==> src/hdl/adf_pkg.sv <==
package adf_pkg;

  localparam int MaxDataBytesDef = 8;

  // Configuration register indexes
  localparam int CfgIdxW = 8;
  localparam logic [CfgIdxW-1:0] CFG_START_BYTE     = 8'd0;
  localparam logic [CfgIdxW-1:0] CFG_ID_END_BYTE    = 8'd1;
  localparam logic [CfgIdxW-1:0] CFG_SEPARATOR_BYTE = 8'd2;
  localparam logic [CfgIdxW-1:0] CFG_END_BYTE       = 8'd3;

  localparam logic [7:0] START_BYTE_RST     = 8'd60;
  localparam logic [7:0] ID_END_BYTE_RST    = 8'd58;
  localparam logic [7:0] SEPARATOR_BYTE_RST = 8'd44;
  localparam logic [7:0] END_BYTE_RST       = 8'd62;

  localparam logic [7:0] ASCII_ZERO = 8'h30;

  // Emission steps, in stream order; one bit each in a job's step mask
  localparam int NumSteps  = 6;
  localparam int STEP_START = 0;
  localparam int STEP_HUND  = 1;
  localparam int STEP_TENS  = 2;
  localparam int STEP_ONES  = 3;
  localparam int STEP_IDEND = 4;
  localparam int STEP_TAIL  = 5;

  localparam logic REQ_HEADER = 1'b0;
  localparam logic REQ_DATA   = 1'b1;

  typedef struct packed {
    logic       req_type;
    logic [7:0] value;
    logic       last;
  } in_req_t;

  typedef struct packed {
    logic [7:0] out_byte;
    logic       last_of_run;
    logic       frame_end;
  } out_rsp_t;

  typedef struct packed {
    logic [7:0] start_byte;
    logic [7:0] id_end_byte;
    logic [7:0] separator_byte;
    logic [7:0] end_byte;
  } cfg_t;

  // One classified item: which steps to emit and the decimal digits
  typedef struct packed {
    logic [NumSteps-1:0] steps;
    logic [3:0]          hund;
    logic [3:0]          tens;
    logic [3:0]          ones;
    logic                tail_end;
  } job_t;

endpackage

==> src/hdl/adf_front.sv <==
module adf_front #(
  parameter int MaxDataBytes = adf_pkg::MaxDataBytesDef
) (
  input  logic            clk_i,
  input  logic            rst_ni,
  input  logic            in_valid_i,
  output logic            in_stall_o,
  input  adf_pkg::in_req_t in_req_i,
  output logic            push_o,
  output adf_pkg::job_t   job_o,
  input  logic            full_i
);
  import adf_pkg::*;

  localparam int CntW = $clog2(MaxDataBytes + 1);

  logic            open_q, open_d;
  logic [CntW-1:0] cnt_q, cnt_d;
  logic            accept;
  logic [1:0]      hund;
  logic [6:0]      rem;
  logic [14:0]     tens_prod;
  logic [3:0]      tens;
  logic [6:0]      ones;
  logic [NumSteps-1:0] digit_steps;

  assign in_stall_o = full_i;
  assign accept     = in_valid_i && !full_i;

  // Decimal split: compare-subtract for hundreds, reciprocal for tens
  always_comb begin
    if (in_req_i.value >= 8'd200) begin
      hund = 2'd2;
      rem  = 7'(in_req_i.value - 8'd200);
    end else if (in_req_i.value >= 8'd100) begin
      hund = 2'd1;
      rem  = 7'(in_req_i.value - 8'd100);
    end else begin
      hund = 2'd0;
      rem  = in_req_i.value[6:0];
    end
    tens_prod = 15'(rem) * 15'd205;
    tens      = tens_prod[14:11];
    ones      = 7'(rem - 7'(tens) * 7'd10);
    digit_steps = '0;
    digit_steps[STEP_ONES] = 1'b1;
    digit_steps[STEP_HUND] = (hund != 2'd0);
    digit_steps[STEP_TENS] = (hund != 2'd0) || (tens != 4'd0);
  end

  always_comb begin
    open_d = open_q;
    cnt_d  = cnt_q;
    push_o = 1'b0;
    job_o.steps    = '0;
    job_o.hund     = {2'b00, hund};
    job_o.tens     = tens;
    job_o.ones     = ones[3:0];
    job_o.tail_end = in_req_i.last;
    if (accept) begin
      if (in_req_i.req_type == REQ_HEADER) begin
        push_o = 1'b1;
        job_o.steps = digit_steps;
        job_o.steps[STEP_START] = 1'b1;
        job_o.steps[STEP_IDEND] = 1'b1;
        job_o.steps[STEP_TAIL]  = in_req_i.last;
        open_d = !in_req_i.last;
        cnt_d  = '0;
      end else if (open_q) begin
        if (cnt_q < CntW'(MaxDataBytes)) begin
          push_o = 1'b1;
          job_o.steps = digit_steps;
          job_o.steps[STEP_TAIL] = 1'b1;
          if (in_req_i.last) begin
            open_d = 1'b0;
            cnt_d  = '0;
          end else begin
            cnt_d = cnt_q + CntW'(1);
          end
        end else if (in_req_i.last) begin
          // over the limit: only the closing byte
          push_o = 1'b1;
          job_o.steps[STEP_TAIL] = 1'b1;
          open_d = 1'b0;
          cnt_d  = '0;
        end
      end
    end
  end

  always_ff @(posedge clk_i or negedge rst_ni) begin
    if (!rst_ni) begin
      open_q <= 1'b0;
      cnt_q  <= '0;
    end else begin
      open_q <= open_d;
      cnt_q  <= cnt_d;
    end
  end

endmodule

==> src/hdl/adf_queue.sv <==
module adf_queue (
  input  logic          clk_i,
  input  logic          rst_ni,
  input  logic          push_i,
  input  adf_pkg::job_t push_job_i,
  output logic          full_o,
  input  logic          pop_i,
  output logic          valid_o,
  output adf_pkg::job_t pop_job_o
);
  import adf_pkg::*;

  job_t       mem_q [2];
  logic       wr_ptr_q, rd_ptr_q;
  logic [1:0] cnt_q;

  assign full_o    = (cnt_q == 2'd2);
  assign valid_o   = (cnt_q != 2'd0);
  assign pop_job_o = mem_q[rd_ptr_q];

  always_ff @(posedge clk_i) begin
    if (push_i) begin
      mem_q[wr_ptr_q] <= push_job_i;
    end
  end

  always_ff @(posedge clk_i or negedge rst_ni) begin
    if (!rst_ni) begin
      wr_ptr_q <= 1'b0;
      rd_ptr_q <= 1'b0;
      cnt_q    <= 2'd0;
    end else begin
      if (push_i) begin
        wr_ptr_q <= !wr_ptr_q;
      end
      if (pop_i) begin
        rd_ptr_q <= !rd_ptr_q;
      end
      cnt_q <= cnt_q + {1'b0, push_i} - {1'b0, pop_i};
    end
  end

endmodule

==> src/hdl/adf_back.sv <==
module adf_back (
  input  logic             clk_i,
  input  logic             rst_ni,
  input  adf_pkg::cfg_t    cfg_i,
  input  logic             q_valid_i,
  input  adf_pkg::job_t    q_job_i,
  output logic             q_pop_o,
  output logic             out_valid_o,
  input  logic             out_stall_i,
  output adf_pkg::out_rsp_t out_rsp_o
);
  import adf_pkg::*;

  job_t                cur_q;
  logic [NumSteps-1:0] low_bit, rem;
  logic                adv, need_load;
  logic                out_valid_q;
  out_rsp_t            rsp_q, rsp_d;

  assign low_bit   = cur_q.steps & (~cur_q.steps + 1'b1);
  assign rem       = cur_q.steps & ~low_bit;
  assign adv       = !out_valid_q || !out_stall_i;
  assign need_load = (cur_q.steps == '0) || (adv && rem == '0);
  assign q_pop_o   = need_load && q_valid_i;

  always_comb begin
    rsp_d.out_byte    = cfg_i.end_byte;
    rsp_d.frame_end   = 1'b0;
    rsp_d.last_of_run = (rem == '0);
    priority if (low_bit[STEP_START]) begin
      rsp_d.out_byte = cfg_i.start_byte;
    end else if (low_bit[STEP_HUND]) begin
      rsp_d.out_byte = ASCII_ZERO + {4'b0000, cur_q.hund};
    end else if (low_bit[STEP_TENS]) begin
      rsp_d.out_byte = ASCII_ZERO + {4'b0000, cur_q.tens};
    end else if (low_bit[STEP_ONES]) begin
      rsp_d.out_byte = ASCII_ZERO + {4'b0000, cur_q.ones};
    end else if (low_bit[STEP_IDEND]) begin
      rsp_d.out_byte = cfg_i.id_end_byte;
    end else begin
      rsp_d.out_byte  = cur_q.tail_end ? cfg_i.end_byte : cfg_i.separator_byte;
      rsp_d.frame_end = cur_q.tail_end;
    end
  end

  always_ff @(posedge clk_i or negedge rst_ni) begin
    if (!rst_ni) begin
      cur_q       <= '0;
      out_valid_q <= 1'b0;
    end else begin
      if (q_pop_o) begin
        cur_q <= q_job_i;
      end else if (adv) begin
        cur_q.steps <= rem;
      end
      if (adv) begin
        out_valid_q <= (cur_q.steps != '0);
      end
    end
  end

  always_ff @(posedge clk_i) begin
    if (adv) begin
      rsp_q <= rsp_d;
    end
  end

  assign out_valid_o = out_valid_q;
  assign out_rsp_o   = rsp_q;

endmodule

==> src/hdl/ascii_decimal_message_framer.sv <==
// Framed ASCII encoder: each accepted request becomes zero to six output bytes,
// delivered one per clock while the output is not stalled. A header request
// gives start byte, its ID in decimal without leading zeros, the ID-end byte
// and, if marked last, the end byte; a data request gives its value in decimal
// followed by the separator or, if last, the end byte. Data outside an open
// message, and data beyond MaxDataBytes that is not last, give nothing.
// The front end classifies a request combinationally and pushes a job into a
// two-entry queue; the back end walks the job's steps at one byte per cycle
// while the output is not stalled, so sustained rate is set by the output, and
// the input stalls only when the queue holds two pending jobs. Requests that
// produce nothing push no job.
// Config writes are always taken (cfg_ready_o is tied high); unknown indexes
// are ignored. Write config only while the block is idle.
module ascii_decimal_message_framer #(
  parameter int MaxDataBytes = adf_pkg::MaxDataBytesDef
) (
  input  logic              clk_i,
  input  logic              rst_ni,
  input  logic              in_valid_i,
  output logic              in_stall_o,
  input  adf_pkg::in_req_t  in_req_i,
  output logic              out_valid_o,
  input  logic              out_stall_i,
  output adf_pkg::out_rsp_t out_rsp_o,
  input  logic              cfg_valid_i,
  output logic              cfg_ready_o,
  input  logic [adf_pkg::CfgIdxW-1:0] cfg_index_i,
  input  logic [7:0]        cfg_data_i
);
  import adf_pkg::*;

  cfg_t cfg_q;
  logic push, full, pop, q_valid;
  job_t push_job, pop_job;

  assign cfg_ready_o = 1'b1;

  // marker byte registers
  always_ff @(posedge clk_i or negedge rst_ni) begin
    if (!rst_ni) begin
      cfg_q.start_byte     <= START_BYTE_RST;
      cfg_q.id_end_byte    <= ID_END_BYTE_RST;
      cfg_q.separator_byte <= SEPARATOR_BYTE_RST;
      cfg_q.end_byte       <= END_BYTE_RST;
    end else if (cfg_valid_i) begin
      unique case (cfg_index_i)
        CFG_START_BYTE:     cfg_q.start_byte     <= cfg_data_i;
        CFG_ID_END_BYTE:    cfg_q.id_end_byte    <= cfg_data_i;
        CFG_SEPARATOR_BYTE: cfg_q.separator_byte <= cfg_data_i;
        CFG_END_BYTE:       cfg_q.end_byte       <= cfg_data_i;
        default: ;
      endcase
    end
  end

  // front end: message state, decimal split, job build
  adf_front #(.MaxDataBytes(MaxDataBytes)) u_front (
    .clk_i      (clk_i),
    .rst_ni     (rst_ni),
    .in_valid_i (in_valid_i),
    .in_stall_o (in_stall_o),
    .in_req_i   (in_req_i),
    .push_o     (push),
    .job_o      (push_job),
    .full_i     (full)
  );

  adf_queue u_queue (
    .clk_i      (clk_i),
    .rst_ni     (rst_ni),
    .push_i     (push),
    .push_job_i (push_job),
    .full_o     (full),
    .pop_i      (pop),
    .valid_o    (q_valid),
    .pop_job_o  (pop_job)
  );

  // back end: step sequencer and output register
  adf_back u_back (
    .clk_i       (clk_i),
    .rst_ni      (rst_ni),
    .cfg_i       (cfg_q),
    .q_valid_i   (q_valid),
    .q_job_i     (pop_job),
    .q_pop_o     (pop),
    .out_valid_o (out_valid_o),
    .out_stall_i (out_stall_i),
    .out_rsp_o   (out_rsp_o)
  );

endmodule
==> config.mk <==
export PLATFORM = sky130hd
export DESIGN_NAME = ascii_decimal_message_framer
export DESIGN_NICKNAME = d
export VERILOG_FILES = /design/src/hdl/adf_pkg.sv /design/src/hdl/adf_front.sv /design/src/hdl/adf_queue.sv /design/src/hdl/adf_back.sv /design/src/hdl/ascii_decimal_message_framer.sv
export SDC_FILE = /design/constraint.sdc
export NUM_CORES = 1
export LEC_CHECK = 0
export BUFFER_PORTS_ARGS = -buffer_cell sky130_fd_sc_hd__buf_2
export CAP_MARGIN = 20
export CORE_MARGIN = 5
export CORE_UTILIZATION = 47
export DETAILED_ROUTE_END_ITERATION = 10
export GPL_ROUTABILITY_DRIVEN = 0
export PLACE_DENSITY = 0.65
export SKIP_CTS_REPAIR_TIMING = 1
export SLEW_MARGIN = 25
export SYNTH_ARGS = -nofsm -noshare
export SYNTH_HDL_FRONTEND = slang
export SYNTH_SLANG_ARGS = --single-unit
==> constraint.sdc <==
create_clock -name clk_i -period 3.9 [get_ports clk_i]
set_clock_uncertainty 0.15 [all_clocks]
set_input_delay 0.585 -clock clk_i [delete_from_list [all_inputs] [get_ports clk_i]]
set_output_delay 0.585 -clock clk_i [all_outputs]
set_load 0.005 [all_outputs]
### Word-level counts from Yosys, hierarchy flattened

Memories as Yosys holds them, arrays and structs flattened.
Index checks and enable logic that the tools add are counted.

| word-level totals | value |
|---|---|
| flip-flop bits (word level) | 71 |
| RAM bits | 34 |
| output and inout bits | 13 |
| memories | 1 |

Memories:

| name | depth | width | rd ports | clocked after Yosys merged registers in | write ports | RTL line | source |
|---|---|---|---|---|---|---|---|
| u_queue.mem_q | 2 | 17 | 1 | 0 | 1 | adf_queue.sv:13 | `job_t mem_q [2];` |

| operators by class | value |
|---|---|
| equality and inequality tests | 6 |
| bitwise logic cells | 4 |
| reductions and logical operators | 26 |
| magnitude comparators | 3 |
| multiplexer cells | 31 |
| $mul | 2 |
| add/subtract/negate cells | 10 |

Operator list:

| cell | number |
|---|---|
| $mux 8 | 6 |
| $mux 6 | 5 |
| $mux 4 | 6 |
| $add 6x4->7 const A | 3 |
| $eq 8x2->1 const B | 2 |
| $mul 7x8->15 const B | 1 |
| $mux 7 | 2 |
| $sub 7x7->7 const B | 2 |
| $and 6x6->6 | 2 |
| $logic_not 6->1 | 2 |
| $not 6->6 | 2 |
| $mux 1 | 11 |
| $eq 8x1->1 const B | 1 |
| $ge 8x7->1 const B | 1 |
| $ge 8x8->1 const B | 1 |
| $logic_not 8->1 | 1 |
| $reduce_and 2->1 | 4 |
| $add 6x1->6 const B | 1 |
| $logic_not 1->1 | 6 |
| $reduce_bool 2->1 | 3 |
| $reduce_bool 6->1 | 1 |
| $reduce_or 5->1 | 1 |
| $add 4x1->4 const B | 1 |
| $lt 4x4->1 const B | 1 |
| other kinds (12) | 16 |

### Depth between registers and ports, before layout

| logic depth | value |
|---|---|
| depth after elaboration | 10 |
| depth in mapped cells | 28 |
| gate-level depth less buffers | 28 |

### By module

Synthesis repeated with hierarchy kept, for this count alone.

| unflattened totals | value |
|---|---|
| cell total of the unflattened synthesis | 463 |
| area, all modules | 6085.8 um2 |

By module, submodules not included:

| module | times used | seq. area each (um2) | area an instance (um2) | cells each |
|---|---|---|---|---|
| adf_queue | 1 | 1241.2 | 1647.8 | 74 |
| adf_front | 1 | 125.1 | 1596.5 | 185 |
| adf_back | 1 | 800.8 | 1555.2 | 130 |
| ascii_decimal_message_framer | 1 | 820.8 | 1286.2 | 74 |

### Worst setup path after synthesis

OpenSTA, ideal clock, no wires.

| path | value |
|---|---|
| path kind | input port to flip-flop |
| from | input in_req_i[3] in the netlist's numbering |
| to | memory u_queue.mem_q[0][4] in the netlist's numbering, data pin |
| library setup time | 0.271 ns |
| required time | 3.479 ns |
| stages on the path | 25 |
| setup slack | -2.739 ns |
| arrival | 6.217 ns |
| path through | inv_1 ha_1 or3b_4 a31oi_4 nor2_1 a22oi_1 xnor2_1 inv_1 ha_1 ha_1 or2_2 fa_1 ha_1 ha_1 nand3_1 or4_1 o31a_2 o211ai_4 xor2_1 ha_1 inv_1 fa_1 xnor2_1 xnor2_1 xnor2_1 |

RTL lines:

| item | RTL line | source |
|---|---|---|
| from (decl) | ascii_decimal_message_framer.sv:21 | `input adf_pkg::in_req_t in_req_i,` |
| to (decl) | adf_queue.sv:13 |  |

==> summary.txt <==
Status
  – Status: complete, but fails checks
  – Failing checks: setup timing

GRT
  – Largest net degree at the start of global routing: 39
  – Initial antenna violation count: 0
  – Vias in the first global route: 3946
  – GRT Overall Usage: 0.169
  – First-pass GRT wire length: 19.6 mm
  – Total congestion overflow: 0

Place
  – Hpwl dp: 8.50 mm
  – Dpl ws: -2700 ps
  – Port bufs: between 40 and 50

Logic synthesis
  – Syn. warnings: 0
  – Synth cell types: 62
  – Top post-synthesis cells by count: dfrtp_1, edfxtp_1, ha_1
  – Syn avg cell area: 12.0 sq um
  – Area share of the largest cell type after synthesis: 0.229
  – Mapped Cells: about 460
  – Area leader, netlist: edfxtp_1
  – Number of enable flip-flop cells after synthesis: 42
  – Post-Synthesis Cell Area: between 5000 and 6000 sq um
  – Ys async rst share: 0.584
  – Post-Syn Nets: between 500 and 600
  – Synthesized flop and latch total: between 100 and 150
  – Main flop type after synthesis: dfrtp_1
  – Register area share after synthesis: 0.500
  – Dominant cells by area after synthesis: edfxtp_1, dfrtp_1, ha_1, dfstp_2, mux2i_1
  – Top-count cell post-synth: dfrtp_1

Worst setup path
  – Slowest cell on crit path: or4_4
  – Setup CP Type: input port to flip-flop
  – WP buf/inv: 7
  – Arrival @ worst endpoint: 6030 ps
  – Worst Path Max Fanout: 3
  – Setup crit end kind: flip-flop
  – Worst setup SP type: input port
  – Delay-heaviest family, CP: adder cells
  – Req. time, crit path: ~3800 ps
  – Largest stage delay, worst path: approximately 550 ps

STA
  – Worst Slack Setup Final: -2190 ps
  – Fmax achieved: about 160 MHz
  – Endpoints failing setup: 16
  – Final period utilization: 1.56
  – RSZ-0062 raised after global routing: yes
  – Max_slew headroom: 0.385
  – Final hold vios: 0
  – Fin crit period: a little over 6000 ps
  – Worst-margin pin slew: 922 ps
  – Post-Route Setup TNS: -27510 ps
  – Max-slew violations: 0

Floorplanning
  – Die footprint: between 10000 and 15000 sq um
  – DIE WIDTH: between 100 and 150 um
  – Effective utilization at floorplan: 0.481
  – FP Rows: 39
  – Die height: roughly 120 um
  – Core Region: ~11000 sq um
  – # IOs: 44

Clocking
  – CTS Buffer Depth: 2
  – Clock sink count: between 100 and 150
  – Depth of the CTS H-tree: 3
  – Worst-path clk slew: about 70 ps
  – Total CTS buffers: 9
  – CTS tree: yes
  – Skew-Pair Late Insertion Delay: around 340 ps
  – Clk root buf: clkbuf_16

Detailed routing
  – Detailed-route wire length per cell: 16.0 um
  – Antenna-violating nets left: 0
  – Vias per cell: 5.42
  – Detailed Route WL: 11.3 mm
  – DR vias: about 3800
  – First-pass DRT Iterations: 4
  – Initial detailed-routing violation count: approximately 170
  – DRC Markers: 0

Pwr
  – Clock Power Share: 0.183
  – Sw Ratio: 0.355
  – Int Pwr: between 3000 and 4000 uW
  – Reg power frac: 0.365
  – LEAKAGE: a little over 0.003 uW
  – PwrDens: approximately 710 nW/um^2
  – Gate power share: 0.452
  – Psw: 1700 uW
  – Max VDD drop: between 0.4 and 0.5 mV

Min path
  – Min-Delay Path Class: input port to asynchronous set/reset pin

Cells and area
  – Layout cells sized above 1: 0.341
  – Nets: 640
  – # diodes: 0
  – Area Overhead vs Synth: 23.0%

Run
  – Max_cap viols: 0
routing by layer:
| layer | wire [um] | GRT usage |
|---|---|---|
| met2 | 5750 | 0.289 |
| met4 | 193 | 0.0495 |
| met1 | 4950 | 0.218 |
| met5 | 0 | 0 |
| met3 | 383 | 0.0353 |
power by group through the flow:
stage          registers, uW  clock network, uW  logic, uW
2_1_floorplan           1650                  0       1420
3_3_place_gp            1760                  0       1910
3_5_place_dp            1770                  0       2010
4_1_cts                 1750                898       2020
5_1_grt                 1790                940       2480
6_report                1750                876       2170
stage by stage:
| step | utilization | power, uW | hold WS, ps | instances | area, sq um |
|---|---|---|---|---|---|
| floorplan | - | 3070 | 139 | 459 | 5580 |
| global placement | 0.550 | 3670 | 319 | 683 | 6310 |
| detailed placement | 0.550 | 3780 | 326 | 683 | 6310 |
| CTS | 0.576 | 4670 | 220 | 699 | 6600 |
| global route | 0.591 | 5210 | 269 | 706 | 6780 |
| finish | 0.591 | 4800 | 196 | 706 | 6780 |
worst paths after layout:
check / from / to / slack [ps] / depth (start not counted)
worst max-delay path: in_req_i[3] / u_queue.mem_q[0][4] / -2190 / 28
worst min-delay path: rst_ni / u_front.cnt_q[2] / 200 / 1
worst max register to register: u_back.cur_q[15] / u_queue.cnt_q[1] / 480 / 12
worst min register to register: cfg_q[25] / cfg_q[25] / 340 / 1
max in group asynchronous: rst_ni / cfg_q[27] / 2520 / 2
min in group clk_i: cfg_q[25] / cfg_q[25] / 340 / 1
placed cells by master (no fill, tap or decap), types with 4 or more instances in the layout:
| cell | n |
|---|---|
| ha_4 | 5 |
| dfrtp_1 | 43 |
| nand2_1 | 29 |
| o21ai_0 | 23 |
| clkbuf_16 | 9 |
| dfstp_2 | 16 |
| fa_1 | 8 |
| nand3_1 | 6 |
| mux2i_1 | 28 |
| nor2b_1 | 4 |
| a21oi_1 | 17 |
| o21ai_1 | 19 |
| inv_1 | 33 |
| a22o_1 | 4 |
| xnor2_1 | 8 |
| buf_4 | 62 |
| mux2_2 | 21 |
| nor2_1 | 13 |
| ha_1 | 36 |
| buf_2 | 40 |
| inv_2 | 4 |
| xor2_1 | 4 |
| edfxtp_1 | 42 |
| mux2_1 | 15 |
sequential cells by signal, summed over array words and instances (netlist names):
signal and flops:
u_back.out_valid_o 1, u_back.out_rsp_o 10, u_front.cnt_q 4, u_queue.rd_ptr_q 1, cfg_q 32, u_queue.mem_q 32
u_front.open_q 1, u_queue.wr_ptr_q 1, u_queue.cnt_q 2, u_back.cur_q 17
kinds of logic after synthesis:
group | Yosys count | share of synthesized area
AOI/OAI and AO/OA | 90 | 0.104
xor gates and xnor gates | 17 | 0.0270
adders and majority gates | 52 | 0.130
DFF | 101 | 0.500
buffers and inverters | 54 | 0.0381
other | 1 | 0.000680
and+or+nand+nor | 80 | 0.0751
muxes | 64 | 0.124
final cells by class:
cell class,count,area [sq um]
fill,922,4690
sequential,101,2760
multi-input combinational,304,2690
timing repair buffer,104,697
clock buffer,10,229
tap,143,179
inverter,38,159
clock inverter,6,62.6
Power figures use the tool's default switching activity.
